**config.mk**
```make
export PLATFORM = sky130hd
export DESIGN_NAME = cfdp_pdu_header_parser
export DESIGN_NICKNAME = d
export VERILOG_FILES = /design/src/hw/rtl/cfdp_hdr_pkg.sv /design/src/hw/rtl/cfdp_hdr_in_reg.sv /design/src/hw/rtl/cfdp_hdr_parse.sv /design/src/hw/rtl/cfdp_hdr_out_reg.sv /design/src/hw/rtl/cfdp_pdu_header_parser.sv
export VERILOG_INCLUDE_DIRS = /design/src /design/src/hw/rtl
export SDC_FILE = /design/constraint.sdc
export NUM_CORES = 1
export LEC_CHECK = 0
export ABC_AREA = 1
export BUFFER_PORTS_ARGS = -buffer_cell sky130_fd_sc_hd__buf_4
export CAP_MARGIN = 20
export CELL_PAD_IN_SITES_DETAIL_PLACEMENT = 1
export CELL_PAD_IN_SITES_GLOBAL_PLACEMENT = 1
export CORE_MARGIN = 2
export CORE_UTILIZATION = 25
export CTS_BUF_LIST = sky130_fd_sc_hd__clkbuf_8
export DETAILED_ROUTE_END_ITERATION = 7
export MAX_ROUTING_LAYER = met4
export PLACE_DENSITY = 0.46
export SYNTH_ARGS = -nofsm -noshare
export SYNTH_HDL_FRONTEND = slang
export SYNTH_SLANG_ARGS = --single-unit
```
**constraint.sdc**
```tcl
create_clock -name clk -period 9.43 [get_ports clk]
set_input_delay 0 -clock clk [delete_from_list [all_inputs] [get_ports clk]]
set_output_delay 0 -clock clk [all_outputs]
set_load 0.03 [all_outputs]
```
**src/hw/rtl/cfdp_pdu_header_parser_defines.svh**
```systemverilog
// assertion macros shared by the cfdp header parser rtl
`ifndef CFDP_PDU_HEADER_PARSER_DEFINES_SVH
`define CFDP_PDU_HEADER_PARSER_DEFINES_SVH

// same-cycle implication, sampled on clk, off while rst_n is low
`define CFDP_ASSERT_IMP(label, ante, cons, msg) \
    label: assert property (@(posedge clk) disable iff (!rst_n) (ante) |-> (cons)) \
        else $error(msg);

// next-cycle implication, sampled on clk, off while rst_n is low
`define CFDP_ASSERT_NXT(label, ante, cons, msg) \
    label: assert property (@(posedge clk) disable iff (!rst_n) (ante) |=> (cons)) \
        else $error(msg);

`endif

```
**src/hw/rtl/cfdp_hdr_pkg.sv**
```systemverilog
// types and constants shared by the cfdp header parser modules
`timescale 1ns / 1ps

package cfdp_hdr_pkg;

    localparam int POS_W  = 5;
    localparam int SIZE_W = 3;

    localparam logic [POS_W-1:0] HDR_FIXED_LEN = POS_W'(4);
    localparam logic [POS_W-1:0] HDR_MAX_LEN   = POS_W'(28);

    localparam logic STATUS_OK    = 1'b0;
    localparam logic STATUS_TRUNC = 1'b1;

    typedef struct packed {
        logic [7:0] data_byte;
        logic       frame_end;
    } hdr_item_t;

    typedef struct packed {
        logic        status;
        logic [2:0]  version;
        logic        file_data;
        logic        direction;
        logic        unacknowledged;
        logic        crc_present;
        logic        large_file;
        logic [15:0] data_length;
        logic [1:0]  segment_flags;
        logic [63:0] source_id;
        logic [63:0] sequence_number;
        logic [63:0] dest_id;
    } hdr_result_t;

endpackage

```
**src/hw/rtl/cfdp_hdr_in_reg.sv**
```systemverilog
// input register stage holding one byte item
`timescale 1ns / 1ps

module cfdp_hdr_in_reg (
    input  logic                    clk,
    input  logic                    rst_n,
    input  logic                    in_valid,
    output logic                    in_stall,
    input  cfdp_hdr_pkg::hdr_item_t in_item,
    input  logic                    advance,
    output logic                    item_valid,
    output cfdp_hdr_pkg::hdr_item_t item
);
    import cfdp_hdr_pkg::*;

    logic      valid_reg;
    hdr_item_t item_reg;

    // held item blocks new input only while the result side cannot move
    assign in_stall   = valid_reg && !advance;
    assign item_valid = valid_reg;
    assign item       = item_reg;

    always_ff @(posedge clk or negedge rst_n)
    begin
        if (!rst_n)
        begin
            valid_reg <= 1'b0;
        end
        else if (!in_stall)
        begin
            valid_reg <= in_valid;
        end
    end

    always_ff @(posedge clk)
    begin
        if (!in_stall && in_valid)
        begin
            item_reg <= in_item;
        end
    end

endmodule

```
**src/hw/rtl/cfdp_hdr_parse.sv**
```systemverilog
// header field tracking and result forming for one byte per cycle
`timescale 1ns / 1ps
`include "cfdp_pdu_header_parser_defines.svh"

module cfdp_hdr_parse (
    input  logic                      clk,
    input  logic                      rst_n,
    input  logic                      item_valid,
    input  cfdp_hdr_pkg::hdr_item_t   item,
    output logic                      res_valid,
    output cfdp_hdr_pkg::hdr_result_t res
);
    import cfdp_hdr_pkg::*;

    localparam logic [POS_W-1:0] POS_FLAGS  = POS_W'(0);
    localparam logic [POS_W-1:0] POS_LEN_HI = POS_W'(1);
    localparam logic [POS_W-1:0] POS_LEN_LO = POS_W'(2);
    localparam logic [POS_W-1:0] POS_SIZES  = POS_W'(3);

    logic [POS_W-1:0]  pos_reg, pos_next;
    logic              done_reg, done_next;
    logic [7:0]        flag_reg, flag_next;
    logic [15:0]       len_reg, len_next;
    logic [SIZE_W-1:0] id_size_reg, id_size_next;
    logic [SIZE_W-1:0] seq_size_reg, seq_size_next;
    logic [1:0]        seg_reg, seg_next;
    logic [63:0]       src_reg, src_next;
    logic [63:0]       seqn_reg, seqn_next;
    logic [63:0]       dst_reg, dst_next;

    logic [POS_W-1:0]  id_len;
    logic [POS_W-1:0]  src_end;
    logic [POS_W-1:0]  seq_end;
    logic [POS_W-1:0]  total;
    logic [POS_W-1:0]  pos_inc;
    logic              hit;

    // section boundaries from the sizes latched at the length byte
    assign id_len  = POS_W'(id_size_reg) + POS_W'(1);
    assign src_end = HDR_FIXED_LEN + id_len;
    assign seq_end = src_end + POS_W'(seq_size_reg) + POS_W'(1);
    assign total   = seq_end + id_len;
    assign pos_inc = pos_reg + POS_W'(1);

    always_comb
    begin
        pos_next      = pos_reg;
        done_next     = done_reg;
        flag_next     = flag_reg;
        len_next      = len_reg;
        id_size_next  = id_size_reg;
        seq_size_next = seq_size_reg;
        seg_next      = seg_reg;
        src_next      = src_reg;
        seqn_next     = seqn_reg;
        dst_next      = dst_reg;
        hit           = 1'b0;
        res           = '0;
        res_valid     = 1'b0;

        if (item_valid && !done_reg)
        begin
            case (pos_reg)
                POS_FLAGS:
                begin
                    flag_next = item.data_byte;
                end
                POS_LEN_HI:
                begin
                    len_next = {item.data_byte, 8'h00};
                end
                POS_LEN_LO:
                begin
                    len_next = {len_reg[15:8], item.data_byte};
                end
                POS_SIZES:
                begin
                    id_size_next  = item.data_byte[6:4];
                    seq_size_next = item.data_byte[2:0];
                    seg_next      = {item.data_byte[7], item.data_byte[3]};
                end
                default:
                begin
                    if (pos_reg < src_end)
                    begin
                        src_next = {src_reg[55:0], item.data_byte};
                    end
                    else if (pos_reg < seq_end)
                    begin
                        seqn_next = {seqn_reg[55:0], item.data_byte};
                    end
                    else
                    begin
                        dst_next = {dst_reg[55:0], item.data_byte};
                    end
                end
            endcase

            pos_next = pos_inc;
            // total is at least seven, so the fixed bytes never match here
            if (pos_inc == total)
            begin
                done_next = 1'b1;
                hit       = 1'b1;
            end
        end

        if (hit)
        begin
            res_valid           = 1'b1;
            res.status          = STATUS_OK;
            res.version         = flag_next[7:5];
            res.file_data       = flag_next[4];
            res.direction       = flag_next[3];
            res.unacknowledged  = flag_next[2];
            res.crc_present     = flag_next[1];
            res.large_file      = flag_next[0];
            res.data_length     = len_next;
            res.segment_flags   = seg_next;
            res.source_id       = src_next;
            res.sequence_number = seqn_next;
            res.dest_id         = dst_next;
        end
        else if (item_valid && item.frame_end && !done_reg)
        begin
            res_valid  = 1'b1;
            res.status = STATUS_TRUNC;
        end

        // frame end rearms for the next frame
        if (item_valid && item.frame_end)
        begin
            pos_next      = '0;
            done_next     = 1'b0;
            flag_next     = '0;
            len_next      = '0;
            id_size_next  = '0;
            seq_size_next = '0;
            seg_next      = '0;
            src_next      = '0;
            seqn_next     = '0;
            dst_next      = '0;
        end
    end

    always_ff @(posedge clk or negedge rst_n)
    begin
        if (!rst_n)
        begin
            pos_reg      <= '0;
            done_reg     <= 1'b0;
            flag_reg     <= '0;
            len_reg      <= '0;
            id_size_reg  <= '0;
            seq_size_reg <= '0;
            seg_reg      <= '0;
            src_reg      <= '0;
            seqn_reg     <= '0;
            dst_reg      <= '0;
        end
        else
        begin
            pos_reg      <= pos_next;
            done_reg     <= done_next;
            flag_reg     <= flag_next;
            len_reg      <= len_next;
            id_size_reg  <= id_size_next;
            seq_size_reg <= seq_size_next;
            seg_reg      <= seg_next;
            src_reg      <= src_next;
            seqn_reg     <= seqn_next;
            dst_reg      <= dst_next;
        end
    end

    `CFDP_ASSERT_NXT(a_rearm_on_frame_end, item_valid && item.frame_end,
        pos_reg == '0 && !done_reg, "parser not rearmed after frame end")

    `CFDP_ASSERT_IMP(a_pos_in_range, 1'b1, pos_reg <= HDR_MAX_LEN,
        "header byte position beyond longest header")

    `CFDP_ASSERT_IMP(a_no_result_after_done, item_valid && done_reg, !res_valid,
        "result formed for a byte after the header")

    `CFDP_ASSERT_IMP(a_trunc_fields_zero, res_valid && res.status == STATUS_TRUNC,
        res.source_id == '0 && res.sequence_number == '0 && res.dest_id == '0
        && res.data_length == '0, "truncated result carries header fields")

endmodule

```
**src/hw/rtl/cfdp_hdr_out_reg.sv**
```systemverilog
// result register holding one parsed header until it is taken
`timescale 1ns / 1ps

module cfdp_hdr_out_reg (
    input  logic                      clk,
    input  logic                      rst_n,
    input  logic                      load,
    input  logic                      res_valid,
    input  cfdp_hdr_pkg::hdr_result_t res,
    output logic                      out_valid,
    output cfdp_hdr_pkg::hdr_result_t out_res
);
    import cfdp_hdr_pkg::*;

    logic        valid_reg;
    hdr_result_t res_reg;

    assign out_valid = valid_reg;
    assign out_res   = res_reg;

    always_ff @(posedge clk or negedge rst_n)
    begin
        if (!rst_n)
        begin
            valid_reg <= 1'b0;
        end
        else if (load)
        begin
            valid_reg <= res_valid;
        end
    end

    always_ff @(posedge clk)
    begin
        if (load && res_valid)
        begin
            res_reg <= res;
        end
    end

endmodule

```
**src/hw/rtl/cfdp_pdu_header_parser.sv**
```systemverilog
// top level of the cfdp pdu fixed header parser
`timescale 1ns / 1ps

// path: an accepted byte is held in the input register, parsed combinationally, and its result
// is loaded into the result register when the pipe advances; a result-side stall holds it back
// throughput: one byte item per cycle while the result side keeps taking results
// the state update and field shift-in sit between the input register and result register
// reset: rst_n clears the header position, the done flag, sizes and all accumulators
// reset also empties the input register and result register
module cfdp_pdu_header_parser (
    input  logic        clk,
    input  logic        rst_n,
    // byte item channel
    input  logic        in_valid,
    output logic        in_stall,
    input  logic [7:0]  data_byte,
    input  logic        frame_end,
    // parsed header channel
    output logic        out_valid,
    input  logic        out_stall,
    output logic        status,
    output logic [2:0]  version,
    output logic        file_data,
    output logic        direction,
    output logic        unacknowledged,
    output logic        crc_present,
    output logic        large_file,
    output logic [15:0] data_length,
    output logic [1:0]  segment_flags,
    output logic [63:0] source_id,
    output logic [63:0] sequence_number,
    output logic [63:0] dest_id
);
    import cfdp_hdr_pkg::*;

    hdr_item_t   in_item;
    hdr_item_t   item;
    logic        item_valid;
    logic        advance;
    logic        parse_valid;
    logic        res_valid;
    hdr_result_t res;
    hdr_result_t out_res;

    assign in_item.data_byte = data_byte;
    assign in_item.frame_end = frame_end;

    // the whole pipe moves when the result register is empty or being drained
    assign advance     = !out_valid || !out_stall;
    // a held byte is consumed exactly when the pipe moves
    assign parse_valid = item_valid && advance;

    cfdp_hdr_in_reg u_in_reg (
        .clk        (clk),
        .rst_n      (rst_n),
        .in_valid   (in_valid),
        .in_stall   (in_stall),
        .in_item    (in_item),
        .advance    (advance),
        .item_valid (item_valid),
        .item       (item)
    );

    // position tracking, size decode and big-endian shift-in of the ids
    cfdp_hdr_parse u_parse (
        .clk        (clk),
        .rst_n      (rst_n),
        .item_valid (parse_valid),
        .item       (item),
        .res_valid  (res_valid),
        .res        (res)
    );

    // result register parts the byte side from the result side
    cfdp_hdr_out_reg u_out_reg (
        .clk       (clk),
        .rst_n     (rst_n),
        .load      (advance),
        .res_valid (res_valid),
        .res       (res),
        .out_valid (out_valid),
        .out_res   (out_res)
    );

    assign status          = out_res.status;
    assign version         = out_res.version;
    assign file_data       = out_res.file_data;
    assign direction       = out_res.direction;
    assign unacknowledged  = out_res.unacknowledged;
    assign crc_present     = out_res.crc_present;
    assign large_file      = out_res.large_file;
    assign data_length     = out_res.data_length;
    assign segment_flags   = out_res.segment_flags;
    assign source_id       = out_res.source_id;
    assign sequence_number = out_res.sequence_number;
    assign dest_id         = out_res.dest_id;

endmodule

```
# After elaboration in Yosys (flattened, before gate mapping)
# Cells that the tools add are included.
# op_classes
addsub	6
reduce_logical	20
n_eq_ne	4
n_lt_le_gt_ge	2
mux	38
# op_table
op	n
$mux 64	14
$mux 16	2
$pmux 16 s2	1
$mux 8	3
$mux 3	6
$add 5x1->5 const B	2
$eq 5x2->1 const B	2
$lt 5x5->1	2
$mux 5	2
$logic_and 1x1->1	7
$mux 1	7
$mux 2	3
$reduce_bool 2->1	3
$add 3x5->5 const A	1
$add 5x3->5	1
$add 5x5->5	1
$eq 5x1->1 const B	1
$eq 5x5->1	1
$logic_not 1->1	5
$logic_not 5->1	1
$add 3x1->4 const B	1
$reduce_and 2->1	2
$reduce_or 4->1	1
$logic_or 1x1->1	1
# word_totals
output_inout_bits	221
register_bits	460
elab_cells	96

# Longest topological paths before layout
# Gate-level depths: netlist of run 1.
# logic_depth
depth_word	10
depth_mapped	22

# Modules after synthesis
# A second synthesis of run 1 with hierarchy kept.
# hier_totals
hier_cells	1729
area_unflattened_um2	18392.6
# by_module_without_submodules
mod	area_per_inst_um2	seq_area_each_um2	instances	cells_each
cfdp_hdr_parse	11428.5	5755.5	1	1485
cfdp_hdr_out_reg	6620.1	6601.3	1	225
cfdp_hdr_in_reg	327.8	295.3	1	16
cfdp_pdu_header_parser	16.3	0.0	1	3

# Least setup slack after synthesis of run 1
# No wires, ideal clock.
# synth_path
kind	flip-flop to flip-flop
start	register u_parse.id_size_reg[0]
end	register u_out_reg.res_reg, in the netlist u_out_reg.out_res[0] (enable)
path_stages_with_launch	22
setup_slack_ns	1.427
setup_time_ns	1.717
required_ns	7.713
period_less_slack_ns	8.003
t_arrival_ns	6.287
cell_sequence	dfrtp_1 > ha_1 > inv_1 > nand2_1 > nand2_1 > inv_1 > ha_1 > inv_1 > xor2_1 > inv_1 > ha_1 > nand3b_1 > nand2_1 > inv_1 > nand4_1 > nand2_1 > nand2_1 > nor2_2 > nand2_2 > buf_6 > buf_6 > nand2_1
# synth_between
elab_chain_len	10
# synth_lines
item	line	text
start, declared	cfdp_hdr_parse.sv:24	logic [SIZE_W-1:0] id_size_reg, id_size_next;
start signal, assigned	cfdp_hdr_parse.sv:167	id_size_reg <= id_size_next;
$add 3x1->4 (*)	cfdp_hdr_parse.sv:39	assign id_len = POS_W'(id_size_reg) + POS_W'(1);
$add 3x5->5	cfdp_hdr_parse.sv:40	assign src_end = HDR_FIXED_LEN + id_len;
$add 5x3->5	cfdp_hdr_parse.sv:41	assign seq_end = src_end + POS_W'(seq_size_reg) + POS_W'(1);
$add 5x1->5	cfdp_hdr_parse.sv:41	
$add 5x5->5 (*)	cfdp_hdr_parse.sv:42	assign total = seq_end + id_len;
$eq 5x5->1 (*)	cfdp_hdr_parse.sv:101	if (pos_inc == total)
$mux 1 (*)	cfdp_hdr_parse.sv:101	
$mux 1 (*)	cfdp_hdr_parse.sv:61	if (item_valid && !done_reg)
$mux 1 (*)	cfdp_hdr_parse.sv:108	if (hit)
$logic_and 1x1->1 (*)	cfdp_hdr_out_reg.sv:35	if (load && res_valid)
end signal, assigned	cfdp_hdr_out_reg.sv:37	res_reg <= res;
end, declared	cfdp_hdr_out_reg.sv:16	hdr_result_t res_reg;
# Every way passes the cells marked *; elsewhere a longest branch is shown, timed or not.
# A chain may end at the register's enable or synchronous reset.

# Final worst setup path of run 1
# layout_path
start	register u_parse.id_size_reg[0]
end	register u_out_reg.res_reg, in the netlist u_out_reg.out_res[64] (enable)
# The elaborated chain is that of the path after synthesis.

==> results of run 1 <==
[repair_timing]
action                    4_1_cts  5_1_grt
resized for setup               0        0
hold buffers                   25        0
hold endpoints to repair      110        0
[area by class of cell]
type / instances / area (sq um) / share of cell area [%]
clock buffer: 89 / 1225 / 5.352
clock inverter: 71 / 344.1 / 1.503
tap: 959 / 1200 / 5.242
timing repair buffer: 270 / 2160 / 9.435
inverter: 209 / 784.5 / 3.428
antenna: 1 / 2.502 / 0.01093
multi-input combinational: 1001 / 4521 / 19.75
sequential: 460 / 12650 / 55.28
[placed cells by master (no fill, tap or decap), drive strengths merged, types with 24 or more instances in the layout]
master,count
o21ai,176
edfxtp,228
nor2,479
dlygate4sd3,24
clkinv,26
dfrtp,232
buf,246
inv,250
nand2,221
a21oi,37
clkbuf,89
[how the worst max path moves through the flow]
| stage | startpoint | endpoint | slack (ps) | depth (start not counted) |
|---|---|---|---|---|
| global placement | u_parse.id_size_reg[0] | u_out_reg.out_res[35] | 3780 | 20 |
| floorplan | u_parse.id_size_reg[0] | u_out_reg.out_res[0] | 1430 | 21 |
| global route | u_parse.id_size_reg[0] | u_out_reg.out_res[119] | 3390 | 21 |
| finish | u_parse.id_size_reg[0] | u_out_reg.out_res[64] | 3860 | 21 |
| detailed placement | u_parse.id_size_reg[0] | u_out_reg.out_res[35] | 3630 | 20 |
| CTS | u_parse.id_size_reg[0] | u_out_reg.out_res[107] | 3600 | 20 |
[kinds of logic after synthesis]
| group | after synthesis | synth area share (%) |
|---|---|---|
| buffers and inverters | 300 | 7.244 |
| multiplexers | 1 | 0.05421 |
| XOR/XNOR | 8 | 0.4202 |
| flip-flops | 460 | 68.52 |
| AO/OA/AOI/OAI | 238 | 6.939 |
| AND/OR/NAND/NOR | 734 | 15.38 |
| adder cells (fa/ha/maj) | 20 | 1.437 |
[cells in the mapped netlist, types with 5 or more instances]
master,instances,area (sq um)
nand3_1,20,100.1
o21ai_0,15,75.07
nand2_1,219,822.0
a22oi_1,16,120.1
inv_2,6,22.52
o22ai_1,6,37.54
buf_6,21,236.5
ha_1,18,225.2
dfrtp_1,232,5806
o21ai_1,151,755.7
o21ai_2,10,87.58
buf_2,43,215.2
inv_1,203,762.0
nor2_1,478,1794
edfxtp_1,228,6847
clkbuf_1,26,97.59
a21oi_1,37,185.2
xor2_1,5,43.79
[stage by stage]
step	worst slack (ps)	std cells	power, mW	cell area, sq um
2_1_floorplan	1427	1761	4.302	18460
3_3_place_gp	3779	2873	5.019	21020
3_5_place_dp	3632	2873	5.039	21020
4_1_cts	3601	3058	6.907	22860
5_1_grt	3392	3060	7.212	22890
6_report	3864	3060	6.755	22890
[critical path, cell delays in order (launching register included)]
cell and delay, ps:
dfrtp_1 420, ha_1 260, inv_1 80, nand2_1 60, nand2_1 80, inv_1 100
ha_1 350, inv_1 120, xor2_1 230, inv_1 70, ha_1 350, nand3b_1 130
nand2_1 70, inv_1 50, nand4_1 90, nand2_1 90, nand2_1 60, nor2_2 240
nand2_8 290, buf_16 360, nand2_4 670, buf_12 670
[power groups by stage]
| stage | Combinational, mW | Sequential [mW] | Clock, mW |
|---|---|---|---|
| finish | 2.05 | 2.91 | 1.79 |
| global route | 2.27 | 2.97 | 1.97 |
| CTS | 2.10 | 2.93 | 1.88 |
| detailed placement | 2.08 | 2.96 | 0 |
| global placement | 2.06 | 2.96 | 0 |
| floorplan | 0.820 | 3.48 | 0 |
[layer usage]
layer  global-route usage, %  routed length, microns  vias to the layer above
met5                       -                       0                        -
met4                   4.032                     963                        0
met3                   3.367                    2623                       85
met2                   21.88                   24050                      240
met1                   18.90                   24620                     6280
li1                        -                       -                     6194
==> impl_metrics.toml, run 1 <==
[clock_network]
cts_setup_buffers = 0
cts.path.max_buffers = 3
clk_pin_slew_worst_paths_ps = 60
clock_sinks = 460
cts_max_level = 3
cts_tree = "built"
ctsRootBufferMaster = "clkbuf_8"
clk-insertion-delay-late_ps = 660
numCtsBuffers = 85

[floorplan]
core_sq_um = 73080
die_x_microns = 275.8
num_rows = 99
die-area_sq_um = 76050
die_height_microns = 275.8
start_util_pct = 25.26
io_pins = 234

[route]
route.antenna.remaining_nets = 0
wirelength_microns = 52260
drc = 14
num_vias = 12800
wl_per_cell_microns = 17.08
via_per_inst = 4.183
drtIter0Drc = 699
first_pass_iters = 6

[worst_hold_path]
min_path_cells = 4
worst_hold_path.endpoint = "u_out_reg.out_valid"
hp-class = "primary input to flip-flop"
hp-start = "out_stall"

[timing]
final_hold_viol_count = 0
post-route-min-period_ps = 5566
worstMarginPinSlew_ps = 1022
hold_ws_ps = 232.8
timing.setup.tns_ps = 0
setup_violations = 0
clock.fmax_mhz = 179.7
skew_ps = 29.42
slew_violations = 0
rsz0062_at_grt = "false"
fin_crit_sh_pct = 59.03
slew_headroom_pct = 31.84

[layout]
largest_reg_flops = 219
nets = 2060
syn_to_final_growth_pct = 23.96
fill_cells = 8232
drive_gt1_share_pct = 18.05
utilization_pct = 31.32

[worst_setup_path]
required_ps = 9690
rrSetupSlack_ps = 3860
r2r_cells = 21
worstSetupStartpointType = "flip-flop"
cp.arrival_ps = 5830
r2r-end = "u_out_reg.out_res[64]"
worstSetupEndpointType = "flip-flop"
path_class = "flip-flop to flip-flop"
reg2reg_from = "u_parse.id_size_reg[0]"
crit_path_max_fanout = 160

[pwr]
leakagePower_nw = 10.61
switching_share_pct = 38.12
seqPwrFrac_pct = 43.1
p_clk_share_pct = 26.5
power.density_nw_per_um2 = 295.1
ir_drop_mv = 0.1905
p_int_mw = 4.180
p_switching_mw = 2.575
pwr-share-comb_pct = 30.4

[placed_design]
hpwlAfterDp_microns = 32000
gp_congestion = 0.7774
io_buffers = 233

[global_routing]
grt_use_total_pct = 14.29
grt_pass1_wl_microns = 80670
grt_pass1_vias = 13660
grt_max_degree = 161
antenna_found_initial = 1
grt_overflow = 0

[logic_synthesis]
syn_avg_cell_area_sq_um = 10.48
seq_area_frac_synth_pct = 68.52
synth_area_sq_um = 18460
synth_nets = 1794
syn-instance-count = 1761
async_flop_share_pct = 50.43
synthDistinctLibCells = 33
ys_warn_count = 0
synth-seq-cells = 460
synth_flop_cell = "dfrtp_1"
synth_edf_count = 228

[run_status]
status = "complete, but fails checks"
violations = "DRC"

[run]
cap_violations = 0
(Power assumes the default switching activity.)
==> run 2, diff against run 1 <==
==> constraint.sdc (replaced) <==
create_clock -name clk -period 5.7 [get_ports clk]
set_input_delay 0 -clock clk [delete_from_list [all_inputs] [get_ports clk]]
set_output_delay 0 -clock clk [all_outputs]
set_load 0.03 [all_outputs]
==> run 2 against run 1 <==
Effect of this change:
- the flow still finishes with violations (DRC)
- critical endpoint is now u_out_reg.out_res[113]
- global-route usage increased by 0.25 points
- fmax increased by 25%
- first-iteration DRC count decreased by 5.3%
==> impl_metrics.toml, run 2 (same netlist as run 1, synthesis figures left out) <==
[clock_network]
ctsRootBufferMaster = "clkbuf_8"
cts_max_level = 3
numCtsBuffers = 84
cts_tree = "built"
cts.path.max_buffers = 3
clk-insertion-delay-late_ps = 660
clock_sinks = 460
cts_resized = 0
clk_pin_slew_worst_paths_ps = 50

[route]
num_vias = 12770
first_pass_iters = 6
drtIter0Drc = 662
route.antenna.remaining_nets = 0
drc = 16
wl_per_cell_microns = 17.38
wirelength_microns = 53060
via_per_inst = 4.181

[worst_setup_path]
crit_path_max_fanout = 76
cp.arrival_ps = 4810
r2r-end = "u_out_reg.out_res[113]"
reg2reg_from = "u_parse.id_size_reg[0]"
rrSetupSlack_ps = 1250
required_ps = 6060
r2r_cells = 20
worstSetupEndpointType = "flip-flop"
worstSetupStartpointType = "flip-flop"
path_class = "flip-flop to flip-flop"

[timing]
setup_violations = 0
rsz0062_at_grt = "false"
skew_ps = 20.09
fin_crit_sh_pct = 77.98
hold_ws_ps = 90.46
clock.fmax_mhz = 225.0
slew_violations = 0
timing.setup.tns_ps = 0
worstMarginPinSlew_ps = 1043
final_hold_viol_count = 0
post-route-min-period_ps = 4445
worst_slack_ps = 1255
slew_headroom_pct = 30.48

[pwr]
power.density_nw_per_um2 = 495.2
p_clk_share_pct = 27.1
leakagePower_nw = 10.61
p_int_mw = 7.058
p_switching_mw = 4.289
switching_share_pct = 37.80
seqPwrFrac_pct = 42.5
pwr-share-comb_pct = 30.4
ir_drop_mv = 0.1868

[run]
cap_violations = 0

[global_routing]
grt_pass1_wl_microns = 82120
grt_pass1_vias = 13880
antenna_found_initial = 1
grt_use_total_pct = 14.54
grt_max_degree = 184
grt_overflow = 0

[placed_design]
dp_cells = 2878
place_area_sq_um = 21110
gp_congestion = 0.8103
post-place-ws_ps = 1224
hpwlAfterDp_microns = 32980
io_buffers = 233

[layout]
fin_cells = 3054
nets = 2056
fill_cells = 8306
syn_to_final_growth_pct = 24.10
drive_gt1_share_pct = 18.39
layout_commonest_cell = "nor2_1"
finish.instance_area_sq_um = 22910
largest_reg_flops = 219
final_cell_mix = "nor2_1 (478), buf_4 (243), inv_1 (238), dfrtp_1 (232), edfxtp_1 (228)"

[worst_hold_path]
hp-start = "data_byte[0]"
hp-class = "primary input to flip-flop"
worst_hold_path.endpoint = "u_in_reg.item[1]"
min_path_cells = 2

[floorplan]
die_x_microns = 275.8
num_rows = 99
start_util_pct = 25.26
die-area_sq_um = 76050
io_pins = 234
core_sq_um = 73080
die_height_microns = 275.8

[run_status]
violations = "DRC"
status = "complete, but fails checks"
[run 2: cell types whose count changed in the layout (fill, tap and decap cells not counted), moves of 2 or more]
| cell | delta |
|---|---|
| clkinv_1 | -2 |
| clkinv_8 | -2 |
| dlygate4sd3_1 | -6 |
| bufinv_16 | +2 |
| clkbuf_8 | +4 |
| buf_12 | +3 |
| buf_16 | -2 |
| buf_4 | +2 |
| inv_1 | -5 |
[run 2: layout make-up]
class	instances	area [sq um]	area share (%)
Tap cell	959	1200	5.236
Antenna cell	2	5.005	0.02184
Multi-Input combinational cell	1001	4529	19.77
Clock buffer	93	1280	5.586
Timing Repair Buffer	267	2120	9.250
Clock inverter	63	344.1	1.502
Sequential cell	460	12650	55.21
Inverter	209	784.5	3.424
[run 2: worst max path at each step]
stage / slack [ps] / start / end
floorplan: 1050 / u_parse.id_size_reg[0] / u_out_reg.out_res[0]
global placement: 1300 / u_parse.id_size_reg[0] / u_out_reg.out_res[116]
detailed placement: 1220 / u_parse.id_size_reg[0] / u_out_reg.out_res[111]
CTS: 1190 / u_parse.id_size_reg[0] / u_out_reg.out_res[111]
global route: 820 / u_parse.id_size_reg[0] / u_out_reg.out_res[113]
finish: 1250 / u_parse.id_size_reg[0] / u_out_reg.out_res[113]
[run 2: worst max-delay path, cell delays in order (launching register included)]
cell,delay [ps]
dfrtp_1,430
ha_1,260
inv_1,80
nand2_1,70
nand2_1,90
inv_1,110
ha_1,350
nand3_1,140
nand2_1,90
nand2_1,80
nand2_1,60
ha_1,280
nand2_1,70
inv_1,50
o21ai_0,70
nand2_1,70
a31oi_1,270
nand3_4,700
buf_4,560
o21ai_1,230
nor2_1,60
[run 2: per-layer routing]
metal | share of wire (%) | wire length, microns | global-route usage (%) | vias up
li1 | - | - | - | 6186
met1 | 46 | 24640 | 18.93 | 6255
met2 | 47 | 24750 | 22.64 | 243
met3 | 5.1 | 2704 | 3.367 | 84
met4 | 1.8 | 960 | 4.117 | 0
met5 | 0 | 0 | - | -
[run 2: through the flow]
stage / utilization [%] / power [mW]
global route: 31.35 / 12.08
finish: 31.35 / 11.35
CTS: 31.35 / 11.60
floorplan: - / 7.024
detailed placement: 28.88 / 8.411
global placement: 28.88 / 8.367
[run 2: what timing repair did]
action / CTS / global route
hold buffers: 18 / 0
endpoints found under the hold margin: 121 / 0
setup buffers: 0 / 0
[run 2: power by group through the flow]
| stage | sequential [mW] | clock [mW] | combinational, mW |
|---|---|---|---|
| finish | 4.82 | 3.07 | 3.45 |
| detailed placement | 4.89 | 0 | 3.52 |
| floorplan | 5.66 | 0 | 1.36 |
| CTS | 4.85 | 3.21 | 3.54 |
| global route | 4.91 | 3.36 | 3.81 |
| global placement | 4.89 | 0 | 3.47 |
